## config.mk

```make
export PLATFORM = sky130hd
export DESIGN_NAME = iq_baseband_modulation_generator_core
export DESIGN_NICKNAME = d
export VERILOG_FILES = /design/src/rtl/iqmg_pkg.sv /design/src/rtl/iq_baseband_modulation_generator_core.sv /design/src/rtl/iqmg_muldiv.sv
export SDC_FILE = /design/constraint.sdc
export NUM_CORES = 2
export LEC_CHECK = 0
export BUFFER_PORTS_ARGS = -buffer_cell sky130_fd_sc_hd__buf_4
export CELL_PAD_IN_SITES_DETAIL_PLACEMENT = 0
export CELL_PAD_IN_SITES_GLOBAL_PLACEMENT = 2
export CORE_MARGIN = 2
export CORE_UTILIZATION = 40
export CTS_BUF_LIST = sky130_fd_sc_hd__clkbuf_2 sky130_fd_sc_hd__clkbuf_4 sky130_fd_sc_hd__clkbuf_8
export DETAILED_ROUTE_END_ITERATION = 10
export GPL_TIMING_DRIVEN = 0
export MAX_ROUTING_LAYER = met4
export PLACE_DENSITY_LB_ADDON = 0.1
export SLEW_MARGIN = 20
export SYNTH_ARGS = -nofsm -noshare
export SYNTH_HDL_FRONTEND = slang
export SYNTH_SLANG_ARGS = --single-unit
```

## constraint.sdc

```tcl
create_clock -name i_clk -period 28.4 [get_ports i_clk]
set_input_delay 2.84 -clock i_clk [delete_from_list [all_inputs] [get_ports i_clk]]
set_output_delay 2.84 -clock i_clk [all_outputs]
set_load 0.005 [all_outputs]
```

## src/rtl/iqmg_pkg.sv

```systemverilog
// iqmg_pkg: shared types, constants and sine table for the iq modulation generator
// no dependencies
package iqmg_pkg;

    localparam int unsigned SINE_MID  = 2048;
    localparam int unsigned SINE_FULL = 2047;
    localparam int unsigned PERCENT   = 100;
    localparam logic [15:0] PRBS_SEED = 16'h5A5A;
    localparam logic [31:0] QUARTER_TURN = 32'h4000_0000;

    // register indexes
    localparam logic [2:0] REG_MODE   = 3'd0;
    localparam logic [2:0] REG_PEAK   = 3'd1;
    localparam logic [2:0] REG_DEPTH  = 3'd2;
    localparam logic [2:0] REG_MSTEP  = 3'd3;
    localparam logic [2:0] REG_DEV    = 3'd4;
    localparam logic [2:0] REG_FSK    = 3'd5;
    localparam logic [2:0] REG_SPS    = 3'd6;
    localparam logic [2:0] REG_LFSR   = 3'd7;

    // mode codes
    localparam logic [2:0] MODE_AM  = 3'd0;
    localparam logic [2:0] MODE_FM  = 3'd1;
    localparam logic [2:0] MODE_ASK = 3'd2;
    localparam logic [2:0] MODE_PSK = 3'd3;

    // multiply-divide request to the shared unit
    typedef struct packed {
        logic               start;
        logic signed [31:0] a;      // signed multiplicand
        logic        [11:0] b;      // unsigned multiplier
        logic               pct;    // divide by 100 after the divide by 2047
    } t_md_req;

    typedef struct packed {
        logic               done;
        logic signed [43:0] q;      // truncated quotient
    } t_md_rsp;

    localparam logic [11:0] SINE_ROM [256] = '{
        12'd2048,12'd2098,12'd2148,12'd2198,12'd2248,12'd2298,12'd2348,12'd2398,
        12'd2447,12'd2496,12'd2545,12'd2594,12'd2642,12'd2690,12'd2737,12'd2784,
        12'd2831,12'd2877,12'd2923,12'd2968,12'd3013,12'd3057,12'd3100,12'd3143,
        12'd3185,12'd3226,12'd3267,12'd3307,12'd3346,12'd3385,12'd3423,12'd3459,
        12'd3495,12'd3530,12'd3565,12'd3598,12'd3630,12'd3662,12'd3692,12'd3722,
        12'd3750,12'd3777,12'd3804,12'd3829,12'd3853,12'd3876,12'd3898,12'd3919,
        12'd3939,12'd3958,12'd3975,12'd3992,12'd4007,12'd4021,12'd4034,12'd4045,
        12'd4056,12'd4065,12'd4073,12'd4080,12'd4085,12'd4089,12'd4093,12'd4094,
        12'd4095,12'd4094,12'd4093,12'd4089,12'd4085,12'd4080,12'd4073,12'd4065,
        12'd4056,12'd4045,12'd4034,12'd4021,12'd4007,12'd3992,12'd3975,12'd3958,
        12'd3939,12'd3919,12'd3898,12'd3876,12'd3853,12'd3829,12'd3804,12'd3777,
        12'd3750,12'd3722,12'd3692,12'd3662,12'd3630,12'd3598,12'd3565,12'd3530,
        12'd3495,12'd3459,12'd3423,12'd3385,12'd3346,12'd3307,12'd3267,12'd3226,
        12'd3185,12'd3143,12'd3100,12'd3057,12'd3013,12'd2968,12'd2923,12'd2877,
        12'd2831,12'd2784,12'd2737,12'd2690,12'd2642,12'd2594,12'd2545,12'd2496,
        12'd2447,12'd2398,12'd2348,12'd2298,12'd2248,12'd2198,12'd2148,12'd2098,
        12'd2048,12'd1997,12'd1947,12'd1897,12'd1847,12'd1797,12'd1747,12'd1697,
        12'd1648,12'd1599,12'd1550,12'd1501,12'd1453,12'd1405,12'd1358,12'd1311,
        12'd1264,12'd1218,12'd1172,12'd1127,12'd1082,12'd1038,12'd995, 12'd952,
        12'd910, 12'd869, 12'd828, 12'd788, 12'd749, 12'd710, 12'd672, 12'd636,
        12'd600, 12'd565, 12'd530, 12'd497, 12'd465, 12'd433, 12'd403, 12'd373,
        12'd345, 12'd318, 12'd291, 12'd266, 12'd242, 12'd219, 12'd197, 12'd176,
        12'd156, 12'd137, 12'd120, 12'd103, 12'd88,  12'd74,  12'd61,  12'd50,
        12'd39,  12'd30,  12'd22,  12'd15,  12'd10,  12'd6,   12'd2,   12'd1,
        12'd0,   12'd1,   12'd2,   12'd6,   12'd10,  12'd15,  12'd22,  12'd30,
        12'd39,  12'd50,  12'd61,  12'd74,  12'd88,  12'd103, 12'd120, 12'd137,
        12'd156, 12'd176, 12'd197, 12'd219, 12'd242, 12'd266, 12'd291, 12'd318,
        12'd345, 12'd373, 12'd403, 12'd433, 12'd465, 12'd497, 12'd530, 12'd565,
        12'd600, 12'd636, 12'd672, 12'd710, 12'd749, 12'd788, 12'd828, 12'd869,
        12'd910, 12'd952, 12'd995, 12'd1038,12'd1082,12'd1127,12'd1172,12'd1218,
        12'd1264,12'd1311,12'd1358,12'd1405,12'd1453,12'd1501,12'd1550,12'd1599,
        12'd1648,12'd1697,12'd1747,12'd1797,12'd1847,12'd1897,12'd1947,12'd1997
    };

    // signed sine sample, -2048..2047
    function automatic logic signed [12:0] sine_of(input logic [31:0] phase);
        sine_of = $signed({1'b0, SINE_ROM[phase[31:24]]}) - 13'sd2048;
    endfunction

endpackage

```

## src/rtl/iq_baseband_modulation_generator_core.sv

```systemverilog
// iq_baseband_modulation_generator_core: top level, registers, sequencer, symbol source
// depends on iqmg_pkg and iqmg_muldiv
//
// One request produces one I/Q pair of 12-bit dac codes. Work is done by a single
// shared multiply-and-divide unit (one product, then a divide by 2047 that folds the
// high bits onto the low bits, up to four fold steps and a final compare, then for AM
// a divide by 100 by reciprocal multiply). Unit passes per request: ASK/PSK none, AM
// one, FSK/CW two, FM three. o_stall is high while a request is in work; a finished
// pair waits in the output register while the next request is already being computed.
module iq_baseband_modulation_generator_core #(
    parameter int DC_OFFSET_CODE = 496
) (
    input  logic        i_clk,
    input  logic        i_rst_n,
    input  logic        i_cfg_we,
    input  logic [2:0]  i_cfg_index,
    input  logic [31:0] i_cfg_data,
    input  logic        i_valid,
    output logic        o_stall,
    input  logic        i_restart,
    output logic        o_valid,
    input  logic        i_stall,
    output logic [11:0] o_i_code,
    output logic [11:0] o_q_code
);
    import iqmg_pkg::*;

    typedef enum logic [5:0] {
        S_IDLE = 6'b000001,
        S_PREP = 6'b000010,
        S_DEV  = 6'b000100,
        S_IC   = 6'b001000,
        S_QC   = 6'b010000,
        S_OUT  = 6'b100000
    } t_state;

    // configuration
    logic [2:0]  r_mode;
    logic [11:0] r_peak;
    logic [6:0]  r_depth;
    logic [31:0] r_mstep;
    logic [30:0] r_dev;
    logic [31:0] r_fsk;
    logic [23:0] r_sps;
    logic        r_use_lfsr;

    // generator state
    logic [31:0] r_cphase;
    logic [31:0] r_mphase;
    logic [23:0] r_count;
    logic [15:0] r_prbs;
    logic        r_bit;

    t_state      r_state;
    logic        r_wait;     // a unit pass is running
    logic signed [14:0] r_ival;
    logic signed [14:0] r_qval;
    logic        r_ovalid;
    logic [11:0] r_icode;
    logic [11:0] r_qcode;

    t_md_req     w_req;
    t_md_rsp     w_rsp;

    iqmg_muldiv u_md (
        .i_clk   (i_clk),
        .i_rst_n (i_rst_n),
        .i_req   (w_req),
        .o_rsp   (w_rsp)
    );

    // symbol bit update as a function of current symbol state
    logic [15:0] w_prbs_n;
    logic        w_bit_n;
    logic [23:0] w_count_n;
    logic        w_fb;
    always_comb begin
        w_fb      = r_prbs[0] ^ r_prbs[2] ^ r_prbs[3] ^ r_prbs[5];
        w_prbs_n  = r_prbs;
        w_bit_n   = r_bit;
        w_count_n = r_count;
        if (r_count == '0) begin
            if (r_use_lfsr) begin
                w_prbs_n = {w_fb, r_prbs[15:1]};
                w_bit_n  = w_prbs_n[0];
            end else begin
                w_bit_n = ~r_bit;
            end
            w_count_n = (r_sps == '0) ? 24'd1 : r_sps;
        end
        w_count_n = w_count_n - 24'd1;
    end

    logic w_am;
    logic w_fm;
    logic w_key;   // ask or psk
    assign w_am  = (r_mode == MODE_AM);
    assign w_fm  = (r_mode == MODE_FM);
    assign w_key = (r_mode == MODE_ASK) || (r_mode == MODE_PSK);

    // clamp helper
    function automatic logic [11:0] to_code(input logic signed [14:0] v);
        logic signed [15:0] c;
        c = 16'(DC_OFFSET_CODE) + 16'(v);
        if (c < 0)          to_code = 12'd0;
        else if (c > 4095)  to_code = 12'd4095;
        else                to_code = c[11:0];
    endfunction

    // requests to the unit, issued on entry to each compute state
    logic               w_start;
    logic signed [31:0] w_a;
    logic [11:0]        w_b;
    logic               w_pct;
    logic signed [12:0] w_sin_m;
    always_comb begin
        w_sin_m = sine_of(r_mphase);
        w_a = '0;
        w_b = '0;
        w_pct = 1'b0;
        case (r_state)
            S_DEV: begin
                if (w_am) begin
                    w_a = 32'(w_sin_m) * $signed({25'd0, r_depth});
                    w_b = r_peak;
                    w_pct = 1'b1;
                end else begin
                    w_a = 32'(w_sin_m);
                    w_b = 12'd0;
                end
            end
            S_IC: begin
                w_a = 32'(sine_of(r_cphase + QUARTER_TURN));
                w_b = r_peak;
            end
            S_QC: begin
                w_a = 32'(sine_of(r_cphase));
                w_b = r_peak;
            end
            default: ;
        endcase
        w_start = !r_wait && (r_state == S_DEV || r_state == S_IC || r_state == S_QC);
    end

    // fm deviation: dev (31b) does not fit the 12-bit b operand, so form sine*dev in one
    // 32x12 pass via a = dev, b = |sine|, sign applied after
    logic signed [12:0] r_fm_sin;
    always_comb begin
        w_req.start = w_start;
        w_req.a     = w_a;
        w_req.b     = w_b;
        w_req.pct   = w_pct;
        if (r_state == S_DEV && w_fm) begin
            w_req.a = $signed({1'b0, r_dev});
            w_req.b = w_sin_m[12] ? 12'(-w_sin_m) : w_sin_m[11:0];
        end
    end

    always_ff @(posedge i_clk) begin
        if (!i_rst_n) begin
            r_mode     <= '0;
            r_peak     <= '0;
            r_depth    <= '0;
            r_mstep    <= '0;
            r_dev      <= '0;
            r_fsk      <= '0;
            r_sps      <= 24'd1;
            r_use_lfsr <= 1'b0;
            r_cphase   <= '0;
            r_mphase   <= '0;
            r_count    <= '0;
            r_prbs     <= PRBS_SEED;
            r_bit      <= 1'b1;
            r_state    <= S_IDLE;
            r_wait     <= 1'b0;
            r_ovalid   <= 1'b0;
        end else begin
            if (i_cfg_we) begin
                case (i_cfg_index)
                    REG_MODE:  r_mode     <= i_cfg_data[2:0];
                    REG_PEAK:  r_peak     <= i_cfg_data[11:0];
                    REG_DEPTH: r_depth    <= i_cfg_data[6:0];
                    REG_MSTEP: r_mstep    <= i_cfg_data;
                    REG_DEV:   r_dev      <= i_cfg_data[30:0];
                    REG_FSK:   r_fsk      <= i_cfg_data;
                    REG_SPS:   r_sps      <= i_cfg_data[23:0];
                    REG_LFSR:  r_use_lfsr <= i_cfg_data[0];
                    default: ;
                endcase
            end
            if (r_ovalid && !i_stall) r_ovalid <= 1'b0;
            if (w_start) r_wait <= 1'b1;
            if (w_rsp.done) r_wait <= 1'b0;
            case (r_state)
                S_IDLE: begin
                    if (i_valid && !o_stall) begin
                        if (i_restart) begin
                            r_cphase <= '0;
                            r_mphase <= '0;
                            r_count  <= '0;
                            r_prbs   <= PRBS_SEED;
                            r_bit    <= 1'b1;
                        end
                        r_state <= S_PREP;
                    end
                end
                S_PREP: begin
                    r_qval <= '0;
                    if (w_am || w_fm) begin
                        r_fm_sin <= sine_of(r_mphase);
                        r_state  <= S_DEV;
                    end else begin
                        r_prbs  <= w_prbs_n;
                        r_bit   <= w_bit_n;
                        r_count <= w_count_n;
                        if (w_key) begin
                            r_ival  <= (r_mode == MODE_ASK) ?
                                       (w_bit_n ? 15'(r_peak) : 15'sd0) :
                                       (w_bit_n ? 15'(r_peak) : -15'(r_peak));
                            r_state <= S_OUT;
                        end else begin
                            r_cphase <= w_bit_n ? r_cphase + r_fsk : r_cphase - r_fsk;
                            r_state  <= S_IC;
                        end
                    end
                end
                S_DEV: begin
                    if (w_rsp.done) begin
                        r_mphase <= r_mphase + r_mstep;
                        if (w_am) begin
                            r_ival  <= 15'(r_peak) + 15'(w_rsp.q);
                            r_state <= S_OUT;
                        end else begin
                            r_cphase <= r_fm_sin[12] ? r_cphase - 32'(w_rsp.q)
                                                     : r_cphase + 32'(w_rsp.q);
                            r_state  <= S_IC;
                        end
                    end
                end
                S_IC: begin
                    if (w_rsp.done) begin
                        r_ival  <= 15'(w_rsp.q);
                        r_state <= S_QC;
                    end
                end
                S_QC: begin
                    if (w_rsp.done) begin
                        r_qval  <= 15'(w_rsp.q);
                        r_state <= S_OUT;
                    end
                end
                S_OUT: begin
                    // wait here while the previous pair is still held
                    if (!r_ovalid) begin
                        r_icode  <= to_code(r_ival);
                        r_qcode  <= to_code(r_qval);
                        r_ovalid <= 1'b1;
                        r_state  <= S_IDLE;
                    end
                end
                default: r_state <= S_IDLE;
            endcase
        end
    end

    assign o_stall  = (r_state != S_IDLE);
    assign o_valid  = r_ovalid;
    assign o_i_code = r_icode;
    assign o_q_code = r_qcode;

    // a stalled result holds its codes
    a_hold_out: assert property (@(posedge i_clk) disable iff (!i_rst_n)
        (r_ovalid && i_stall) |=> (r_ovalid && $stable(r_icode) && $stable(r_qcode)))
        else $error("stalled result changed");
    // unit finishes only while a compute state waits on it
    a_done_in_compute: assert property (@(posedge i_clk) disable iff (!i_rst_n)
        w_rsp.done |-> (r_state == S_DEV || r_state == S_IC || r_state == S_QC))
        else $error("unit result with no consumer");
    // result appears only after the output state
    a_out_from_state: assert property (@(posedge i_clk) disable iff (!i_rst_n)
        $rose(r_ovalid) |-> $past(r_state == S_OUT))
        else $error("result without output step");
endmodule

```

## src/rtl/iqmg_muldiv.sv

```systemverilog
// iqmg_muldiv: shared multiply, divide by 2047 by folding, optional divide by 100
// by reciprocal multiply; quotient truncates toward zero; depends on iqmg_pkg
module iqmg_muldiv (
    input  logic              i_clk,
    input  logic              i_rst_n,
    input  iqmg_pkg::t_md_req i_req,
    output iqmg_pkg::t_md_rsp o_rsp
);
    import iqmg_pkg::*;

    localparam int NUM_W    = 44;
    localparam int FOLD_W   = 11;                       // 2047 = 2^11 - 1
    localparam int RECIP_SH = 27;
    localparam logic [20:0] RECIP_100 = 21'd1342178;    // ceil(2^27 / 100)

    typedef enum logic [3:0] {
        U_IDLE  = 4'b0001,
        U_MUL   = 4'b0010,
        U_FOLD  = 4'b0100,
        U_RECIP = 4'b1000
    } t_ustate;

    t_ustate            r_ustate;
    logic signed [31:0] r_a;
    logic [11:0]        r_b;
    logic               r_pct;
    logic               r_neg;
    logic [NUM_W-1:0]   r_num;    // running remainder of the fold
    logic [NUM_W-1:0]   r_quo;
    logic               r_done;

    logic signed [31:0]      w_ma;
    logic [20:0]             w_mb;
    logic signed [53:0]      w_prod;
    logic [NUM_W-FOLD_W-1:0] w_hi;
    logic                    w_fold_end;

    // one multiplier: request operands, or quotient times reciprocal of 100
    always_comb begin
        if (r_ustate == U_RECIP) begin
            w_ma = $signed(r_quo[31:0]);
            w_mb = RECIP_100;
        end else begin
            w_ma = r_a;
            w_mb = {9'd0, r_b};
        end
    end

    assign w_prod     = w_ma * $signed({1'b0, w_mb});
    assign w_hi       = r_num[NUM_W-1:FOLD_W];
    assign w_fold_end = (r_ustate == U_FOLD) && (w_hi == '0);

    always_ff @(posedge i_clk) begin
        if (!i_rst_n) begin
            r_ustate <= U_IDLE;
            r_done   <= 1'b0;
        end else begin
            r_done <= (w_fold_end && !r_pct) || (r_ustate == U_RECIP);
            case (r_ustate)
                U_IDLE: begin
                    if (i_req.start) begin
                        r_a      <= i_req.a;
                        r_b      <= i_req.b;
                        r_pct    <= i_req.pct;
                        r_ustate <= U_MUL;
                    end
                end
                U_MUL: begin
                    r_neg    <= w_prod[53];
                    r_num    <= w_prod[53] ? NUM_W'(-w_prod) : NUM_W'(w_prod);
                    r_quo    <= '0;
                    r_ustate <= U_FOLD;
                end
                U_FOLD: begin
                    if (!w_fold_end) begin
                        // 2^11 is 1 mod 2047: fold the high part onto the low part
                        r_quo <= r_quo + NUM_W'(w_hi);
                        r_num <= NUM_W'(r_num[FOLD_W-1:0]) + NUM_W'(w_hi);
                    end else begin
                        // remainder is now 0..2047, one last compare
                        if (r_num == NUM_W'(SINE_FULL)) r_quo <= r_quo + NUM_W'(1);
                        r_ustate <= r_pct ? U_RECIP : U_IDLE;
                    end
                end
                U_RECIP: begin
                    r_quo    <= NUM_W'(w_prod[53:RECIP_SH]);
                    r_ustate <= U_IDLE;
                end
                default: r_ustate <= U_IDLE;
            endcase
        end
    end

    assign o_rsp.done = r_done;
    assign o_rsp.q    = r_neg ? -$signed(r_quo) : $signed(r_quo);
endmodule
```

==> results.txt <==
The number of warnings reported in the yosys synthesis log came out at 0. For this design, the slowest cell found on the critical path is sky130_fd_sc_hd__mux2i_1. The total number of vias is 56780. The transition time at the pin with the least slew margin is 1271 ps. The aggregate global-route resource usage is 0.3468. The worst register-to-register path begins at u_md.r_ustate[0]. The final-report max-slew violation count is 0. The first global-routing pass estimated 375700 um of wire. The maximum clock frequency came out at 0.07908 GHz.

The critical hold path startpoint is r_dev[26]. The kind of start point of the critical path is a register. The total setup buffers inserted after CTS came out at 0. From bottom edge to top edge, the die measures 387.2 um.

The hold-critical path depth is 2. The most numerous cell on the critical path is sky130_fd_sc_hd__fa_1. The worst setup path is captured at a register. The number of buffers inserted by port buffering is 64. Of the cells placed in the final design, the portion with a size suffix greater than 1 is 0.04585.

Counting the fill cells in the layout gives 15120. The post-cts gate resize count came out at 0. Counting every net in the synthesized netlist gives 8323. The hold-fix buffer count after cts came out at 0. The post-detailed-route via-to-cell ratio is 5.995. The floorplan row count came out at 140. TritonCTS built the clock tree. The clock reaches the later pin of the worst-skew pair after 810 ps. The worst hold path belongs to the class reg2reg. The number of global-route vias before repair is 55140. The required time reported for the critical path endpoint came out at 28940 ps. The total length of routed wires came out at 259000 um. The worst reg-to-reg path cell count is 35. The minimum setup slack among reg-to-reg paths came out at 15750 ps. The first-pass iteration count of the detailed router is 6. The master cell of the clock root buffer is sky130_fd_sc_hd__clkbuf_8.

The critical path arrival is 13180 ps. The setup skew after layout came out at 74.66 ps. The tree built by TritonCTS fans out to 437 sinks.

After legalization and detailed placement, the total HPWL measured 206300 um. The x dimension of the die is 387.2 um. Along the worst path, the maximum fanout reaches 10. The largest net degree at the start of global routing came out at 27. The count of nets left with antenna violations after detail routing is 0.

Yosys mapped a number of flops with a built-in enable equal to 177. The total clock buffers created by CTS came out at 83. The share of the yosys chip area belonging to registers came out at 0.1791.

Setup violations remaining at the end of the flow were counted as 0. The prevailing post-synth register cell is sky130_fd_sc_hd__dfxtp_1. The H-tree generated during clock tree synthesis spans 3 levels. In this run the standard cell core region covers 0.1457 mm^2. The relative max-transition margin is 0.1527. The violation count after the first detailed-routing iteration is 5802. The least setup slack across all paths after layout is 15750 ps.

The synthesized area is 0.05872 mm^2. The effective utilization at floorplan came out at 0.4029. The number of distinct library cells after synthesis came out at 100. The I/O pin count is 67. The synthesized area per cell is 8.038 um^2. In the final routed layout, each cell accounts on average for 27.34 um. The static leakage power came out at 0.02784 uW. The routability-driven placement congestion ratio is 0.9975. The hold-critical path endpoint is r_dev[26]. By startpoint and endpoint, the worst setup path is classified as reg2reg. In the final timing run, aggregate negative setup slack is 0 ps. From synthesis to final layout, the design area changed by 8.644%. The total die area came out at 0.1499 mm^2. The number of nets in the layout is 8495. The placement-stage worst setup slack is 16230 ps. The multi-input combinational cells in the finished layout cover a total of 0.04380 mm^2.

The CTS clock-pin slew for the worst setup and hold paths came out at 60 ps. The fraction of synthesis flops using an asynchronous set or reset pin is 0. The part of the cycle the worst path needs came out at 0.4453. The cell area power density came out at 36.24 mW/mm^2. The number of antenna violations at the first check in global routing came out at 10. The flow ran to the end, and the final reports show no timing, DRC or antenna violations. After synthesis the netlist holds a flip-flop and latch count of 437. The worst hold slack is 460.3 ps.

The total overflow left after global routing is 0. The endpoint identified for the worst register-to-register timing path is u_md.r_num[7]. Setup repair after global routing left no endpoint under its margin. The DRC violations left is 0.

Synthesis produced 7306 cells. The most critical setup path has its startpoint at u_md.r_ustate[0]. After detailed placement, the design holds a cell count of 9310.

No sink is reached through more buffers than the 3 on the longest clock path. For this run, the slowest stage of the critical path takes 930 ps. The peak ir drop on the vdd network came out at 0.00004342 V.

Leaving out filler cells and counting taps, the final layout contains 9472. Across the whole layout, storage elements account for 0.01052 mm^2. Counting I/O delays and the setup requirement, the final critical path takes 12650 ps. The number of failing hold endpoints at the final stage came out at 0. The total of max-cap violations came out at 0.
cells by family (layout without fill, tap and decap cells):
family,Yosys count,after routing,share of synthesized area
AO/OA/AOI/OAI,1897,1897,0.2058
buffers and inverters,1212,1452,0.07775
other,0,9,0
XOR/XNOR,357,357,0.05325
adder cells (fa/ha/maj),976,976,0.2826
flip-flops,437,437,0.1791
AND/OR/NAND/NOR,2368,2368,0.1908
multiplexers,59,59,0.01063
critical path: cells and delay by family (launching register included):
kind                     cells  cell delay [ps]
AND/OR/NAND/NOR              7             1330
flip-flops                   1              420
adder cells (fa/ha/maj)      8             3830
multiplexers                 2             1160
AO/OA/AOI/OAI                7             2450
buffers and inverters       11             3160
where the power goes:
| group | internal [uW] | leakage [uW] | switching, uW |
|---|---|---|---|
| combinational | 301 | 0.0231 | 605 |
| clock | 388 | 0.000975 | 330 |
| sequential | 680 | 0.00372 | 8.12 |
| total | 1370 | 0.0278 | 943 |
stage by stage:
stage	total power, uW	util	cell area [um^2]
3_5_place_dp	1595	0.4248	61910
6_report	2312	0.4378	63800
3_3_place_gp	1583	0.4227	61600
4_1_cts	2317	0.4376	63770
2_1_floorplan	1267	-	58720
5_1_grt	2421	0.4377	63790
cells in the mapped netlist (all sizes together), types with 56 or more instances:
library cell,count,area share
edfxtp,177,0.091
inv,705,0.045
dfxtp,260,0.089
xor2,131,0.020
nor2,535,0.034
a21oi,611,0.052
a21o,198,0.025
a211oi,68,0.0089
xnor2,226,0.034
buf,56,0.0038
nand2,889,0.057
ha,392,0.084
nor3,135,0.012
o21ai,359,0.031
a31oi,78,0.0083
clkbuf,444,0.028
a22oi,85,0.011
nand3,122,0.010
and3,156,0.017
fa,584,0.20
and2,115,0.012
nand2b,78,0.0083
nor2b,60,0.0064
metal layers:
metal / vias to the layer above / track usage / wire, um
li1: 25490 / - / -
met1: 28300 / 0.4636 / 112400
met2: 2509 / 0.5374 / 117400
met3: 486 / 0.04745 / 18730
met4: 0 / 0.1239 / 10390
met5: - / - / 0
state kept, by name, indices dropped and copies added, names as in the netlist, 15 cells and up:
| register | cells |
|---|---|
| r_fsk | 32 |
| r_dev | 31 |
| r_cphase | 32 |
| r_mphase | 32 |
| r_prbs | 16 |
| r_ival | 15 |
| u_md.r_a | 32 |
| r_mstep | 32 |
| r_count | 24 |
| u_md.r_quo | 32 |
| r_qval | 15 |
| u_md.r_num | 44 |
| r_sps | 24 |
cell type report:
type                       instances  share of cell area
antenna                            9           0.0003530
buffer                           500             0.02973
clock buffer                     122             0.02455
clock inverter                    31            0.004609
inverter                         712             0.04189
multi-input combinational       5657              0.6865
sequential                       437              0.1649
tap                             1917             0.03760
timing repair buffer              87            0.009884
placed cells by master, fill, tap and decap left out, types with 23 or more instances in the layout:
cell type                    n
sky130_fd_sc_hd__nand2_1   889
sky130_fd_sc_hd__inv_1     704
sky130_fd_sc_hd__a21oi_1   610
sky130_fd_sc_hd__fa_1      584
sky130_fd_sc_hd__nor2_1    531
sky130_fd_sc_hd__clkbuf_1  440
sky130_fd_sc_hd__ha_1      392
sky130_fd_sc_hd__o21ai_0   352
sky130_fd_sc_hd__dfxtp_1   260
sky130_fd_sc_hd__xnor2_1   223
sky130_fd_sc_hd__a21o_1    198
sky130_fd_sc_hd__edfxtp_1  177
sky130_fd_sc_hd__and3_1    156
sky130_fd_sc_hd__xor2_1    131
sky130_fd_sc_hd__nor3_1    130
sky130_fd_sc_hd__nand3_1   122
sky130_fd_sc_hd__and2_1    112
sky130_fd_sc_hd__clkbuf_8  104
sky130_fd_sc_hd__a22oi_1    85
sky130_fd_sc_hd__nand2b_1   78
sky130_fd_sc_hd__a31oi_1    77
sky130_fd_sc_hd__buf_4      72
sky130_fd_sc_hd__a211oi_1   64
sky130_fd_sc_hd__nor2b_1    60
sky130_fd_sc_hd__or3_1      54
sky130_fd_sc_hd__o211ai_1   50
sky130_fd_sc_hd__mux2i_1    49
sky130_fd_sc_hd__nor4_1     48
sky130_fd_sc_hd__buf_1      44
sky130_fd_sc_hd__o22ai_1    42
sky130_fd_sc_hd__o21a_1     41
sky130_fd_sc_hd__o31ai_1    40
sky130_fd_sc_hd__nand4_1    37
sky130_fd_sc_hd__a21boi_0   35
sky130_fd_sc_hd__o221ai_1   31
sky130_fd_sc_hd__buf_2      26
sky130_fd_sc_hd__a221oi_1   26
sky130_fd_sc_hd__nor3b_1    24
sky130_fd_sc_hd__o21bai_1   23
how the worst max path moves through the flow:
stage                     endpoint  depth (start not counted)  slack (ps)
detailed placement   u_md.r_num[7]                         35       16230
finish               u_md.r_num[7]                         35       15750
floorplan           u_md.r_num[42]                         33       19310
global placement     u_md.r_num[7]                         33       15790
CTS                  u_md.r_num[7]                         35       16190
global route         u_md.r_num[7]                         35       15410
(Power assumes the default switching activity.)
